**src/parity_grouped_sorter_macros.svh**
```systemverilog
// Assertion macros for the parity-grouped sorter.
// Used by parity_grouped_sorter; relies on clk and rst in the including scope.
`ifndef PARITY_GROUPED_SORTER_MACROS_SVH
`define PARITY_GROUPED_SORTER_MACROS_SVH
`ifndef NO_ASSERTIONS
`define PGS_ASSERT_IMPL(lbl, ante, cons) \
  lbl: assert property (@(posedge clk) disable iff (rst) (ante) |-> (cons)) \
    else $error("pgs assertion failed");
`define PGS_ASSERT_NEXT(lbl, ante, cons) \
  lbl: assert property (@(posedge clk) disable iff (rst) (ante) |=> (cons)) \
    else $error("pgs assertion failed");
`else
`define PGS_ASSERT_IMPL(lbl, ante, cons)
`define PGS_ASSERT_NEXT(lbl, ante, cons)
`endif
`endif

```
**src/pgs_pkg.sv**
```systemverilog
// Shared types and key helpers for the parity-grouped sorter.
// No dependencies; used by pgs_cell and parity_grouped_sorter.
package pgs_pkg;

  localparam int WORD_W = 32;
  localparam int KEY_W  = WORD_W + 1;
  localparam logic [WORD_W-1:0] SIGN_FLIP = {1'b1, {(WORD_W-1){1'b0}}};

  typedef logic signed [WORD_W-1:0] word_t;
  // Sort key: parity above the sign-flipped value, so an unsigned compare
  // gives even values first, each group in ascending signed order.
  typedef logic [KEY_W-1:0] key_t;

  typedef struct packed {
    logic shift;
  } cell_ctrl_t;

  function automatic key_t make_key(input word_t v);
    make_key = {v[0], v ^ SIGN_FLIP};
  endfunction

  function automatic word_t key_value(input key_t k);
    key_value = word_t'(k[WORD_W-1:0] ^ SIGN_FLIP);
  endfunction

endpackage

```
**src/pgs_cell.sv**
```systemverilog
// One cell of the insertion chain: keeps the smaller key, passes the larger on.
// Depends on pgs_pkg.
module pgs_cell (
  input  logic              clk,
  input  logic              rst,
  input  pgs_pkg::cell_ctrl_t ctrl,
  input  logic              in_valid,
  input  pgs_pkg::key_t     in_key,
  input  logic              nb_full,
  input  pgs_pkg::key_t     nb_key,
  output logic              full,
  output pgs_pkg::key_t     key,
  output logic              pass_valid,
  output pgs_pkg::key_t     pass_key
);
  import pgs_pkg::*;

  always_ff @(posedge clk) begin
    if (rst) begin
      full       <= 1'b0;
      pass_valid <= 1'b0;
    end else if (ctrl.shift) begin
      // Drain: take the right-hand neighbour's contents.
      full       <= nb_full;
      key        <= nb_key;
      pass_valid <= 1'b0;
    end else begin
      pass_valid <= 1'b0;
      if (in_valid) begin
        if (!full) begin
          full <= 1'b1;
          key  <= in_key;
        end else if (in_key < key) begin
          key        <= in_key;
          pass_valid <= 1'b1;
          pass_key   <= key;
        end else begin
          pass_valid <= 1'b1;
          pass_key   <= in_key;
        end
      end
    end
  end

endmodule

```
**config.mk**
```make
export PLATFORM = sky130hd
export DESIGN_NAME = pgs_cell
export DESIGN_NICKNAME = d
export VERILOG_FILES = /design/src/parity_grouped_sorter_macros.svh /design/src/pgs_pkg.sv /design/src/pgs_cell.sv
export SDC_FILE = /design/constraint.sdc
export NUM_CORES = 1
export LEC_CHECK = 0
export BUFFER_PORTS_ARGS = -buffer_cell sky130_fd_sc_hd__buf_4
export CORE_ASPECT_RATIO = 1.25
export CORE_MARGIN = 2
export CORE_UTILIZATION = 50
export DETAILED_ROUTE_END_ITERATION = 10
export GPL_TIMING_DRIVEN = 1
export PLACE_DENSITY = 0.82
export SLEW_MARGIN = 20
export SYNTH_ARGS = -nofsm -noshare
export SYNTH_HDL_FRONTEND = slang
export SYNTH_SLANG_ARGS = --single-unit
```
**constraint.sdc**
```tcl
create_clock -name clk -period 5.3 [get_ports clk]
set_input_delay 0.795 -clock clk [delete_from_list [all_inputs] [get_ports clk]]
set_output_delay 0.795 -clock clk [all_outputs]
set_load 0.1 [all_outputs]
```
==> impl_results.md <==
* Max-slew headroom at 0.444
* Synth-to-Final Area Change at 36.6%
* Status: finished, final reports clean
* First-pass detailed-route iteration total at 4
* Layout cell share with drive strength beyond 1 at 0.541
* CTS Root Cell: clkbuf_8
* Die X at roughly 81 um
* Cell area after synthesis at about 0.0037 sq mm
* Worst clock skew at approximately 0.0052 ns
* Clock sink count at 68
* IO buf count at approximately 140
* Critical path class: primary input to flip-flop
* GR Overflow Total at 0
* # setup viols final at 0
* Worst Tran Pin Value at roughly 0.83 ns
* Minimum hold slack at a little over 0.6 ns
* Initial antenna violation count at 0
* Synth Instances at ~260
* Element type at the critical path end: flip-flop
* CP max FO at 18
* Core area at between 0.007 and 0.008 sq mm
* CTS Hold Bufs at 0
* Clk_lat worst skew at ~0.34 ns
* VDD IR max at 0.179 mV
* Crit path time final at between 3 and 4 ns
* CP peak stage delay at 0.70 ns
* Pin count of the biggest net entering global routing at 39
* Max cap viols at 0
* Final Cell Area at 0.00504 sq mm
* Fillers at 554
* Sequential element share of the synthesized area at 0.548
* Fin cells at 506
* Post-Route WL at 8740 um
* DRT iter0 DRCs at 130
* Utilization after layout at 0.693
* Post-Place Cell Area at a little under 0.005 sq mm
* TritonCTS clock tree: built
* Post-CTS sizing at 0
* Initial Util at 0.507
* Max Slew Vio Count at 0
* Detailed Place HPWL at approximately 6600 um
* Overall power at roughly 1.5 mW
* Wire length per cell at between 15 and 20 um
* Placed cell count at 490
* Via/cell ratio at ~5.2
* Synth area leader: edfxtp_1
* Worst min path class: flip-flop to flip-flop
* Hold Vio Cnt, Final at 0
* Antenna Nets Post-Route at 0
* Yosys cell types at 27
* RSZ-0062 raised after global routing: no
* DRC violations left at 0
* # nets final at ~510
* Leak pwr at between 2 and 2.5 nW
* Synth top area share at 0.537
* PD cells at between 200 and 300 mW/mm^2
* Place WS at ~1.5 ns
* WP data arrival at 3.38 ns
* Overall Global Routing Usage at 0.223
* Via count at 2648
* Full die area at slightly above 0.008 sq mm
* Worst path slowest cell: o21a_1
* Post-Syn Nets at approximately 370
* Clk slew on worst S/H paths at about 0.070 ns
* Mapped Avg Cell Area at ~14 sq um
* Yosys reg bits at 68
* CTS Buf Count at 9
* Maximum clock rate at about 300 MHz
* Fin crit share at 0.630
* Routability cong. at 0.775
* Row count at 35
* FF+latch area at approximately 0.0020 sq mm
* H-tree levels at 3
* Worst path setup slack after routing at just under 2 ns
* Synth area leaders: edfxtp_1 54%, mux2_2 19%, ha_1 11%
* TNS Setup at 0 ns
* I/O pin count at 139
* Vias in the first global route at between 2000 and 3000
* Die Y at 100 um
* Post-CTS setup buffer count at 0
* Startpoint types: primary input
* Multi-input gate area at 0.00150 sq mm
* WP data required at approximately 5.3 ns
* Crit-path cells: buf_4 > ha_1 > a21oi_1 > o21ai_0 > a2111oi_0 > o21ai_1 > a31oi_4 > o21a_1 > buf_12
* CTS Buffer Depth at 2
* Yosys warnings at 0
* Antenna Cells at 0
* First-pass GRT wire length at between 10000 and 15000 um
## cell type report
class | instances | area share
Timing Repair Buffer | 141 | 0.213
Clock buffer | 12 | 0.0308
Sequential cell | 68 | 0.401
Tap cell | 92 | 0.0228
Inverter | 35 | 0.0261
Clock inverter | 4 | 0.00944
Multi-Input combinational cell | 154 | 0.297
## final timing paths
check	startpoint	endpoint	slack [ns]	depth (start not counted)
worst max register to register	key[8]	key[6]	2.12	9
worst min-delay path	key[12]	pass_key[12]	0.62	1
worst max-delay path	in_key[8]	key[6]	1.96	9
worst min register to register	key[12]	pass_key[12]	0.62	1
## synthesized netlist by cell type
cell and number:
ha_1 32, nor4_2 1, mux2_4 4, a2111oi_0 2, and4_1 1, nor3_1 1, buf_6 3, o21ai_1 1
mux2_2 61, clkbuf_1 3, inv_1 35, o21a_1 1, nand2b_1 1, a221oi_1 3, dfxtp_1 2, nand4_1 6
a31oi_4 1, nor3b_1 2, edfxtp_1 66, a211oi_1 1, a21o_1 2, nand2_1 8, nand3_1 2, nor2_1 6
o21ai_0 7, a21oi_1 11, buf_1 1
## cells by family (layout without fill, tap and decap cells)
logic type,Yosys count,count (layout),synth area share
flops,68,68,0.548
simple gates,28,28,0.0400
compound gates,29,29,0.0516
mux,65,65,0.203
buf+inv,42,192,0.0489
fa+ha+maj,32,32,0.109
## state kept, by name, indices dropped and copies added, names as in the netlist
name and flops:
pass_key 33, key 33, pass_valid 1, full 1
## worst max-delay path: cells and delay by family
kind                       cells  cell delay [ns]
adders and majority gates      1             0.32
buffers and inverters          2             0.37
AOI/OAI and AO/OA              6             1.89
## where the power goes
part	internal, mW	switching (mW)	total, mW
Clock	0.242	0.199	0.440
Sequential	0.625	0.0150	0.640
Combinational	0.145	0.259	0.404
## layer usage
layer / up-vias / wire [um] / GRT usage
li1: 1275 / - / -
met1: 1250 / 3250 / 0.249
met2: 112 / 4790 / 0.409
met3: 11 / 565 / 0.0477
met4: 0 / 135 / 0.0834
met5: - / 0 / 0
## layout by cell type (no fill, tap or decap), types with 3 or more instances in the layout
cell type,n
a21oi_1,11
a221oi_1,3
buf_4,140
clkbuf_8,11
edfxtp_1,66
ha_1,32
inv_1,35
mux2_2,61
mux2_4,4
nand2_1,8
nand4_1,6
nor2_1,6
o21ai_0,7
(Power assumes the default switching activity.)
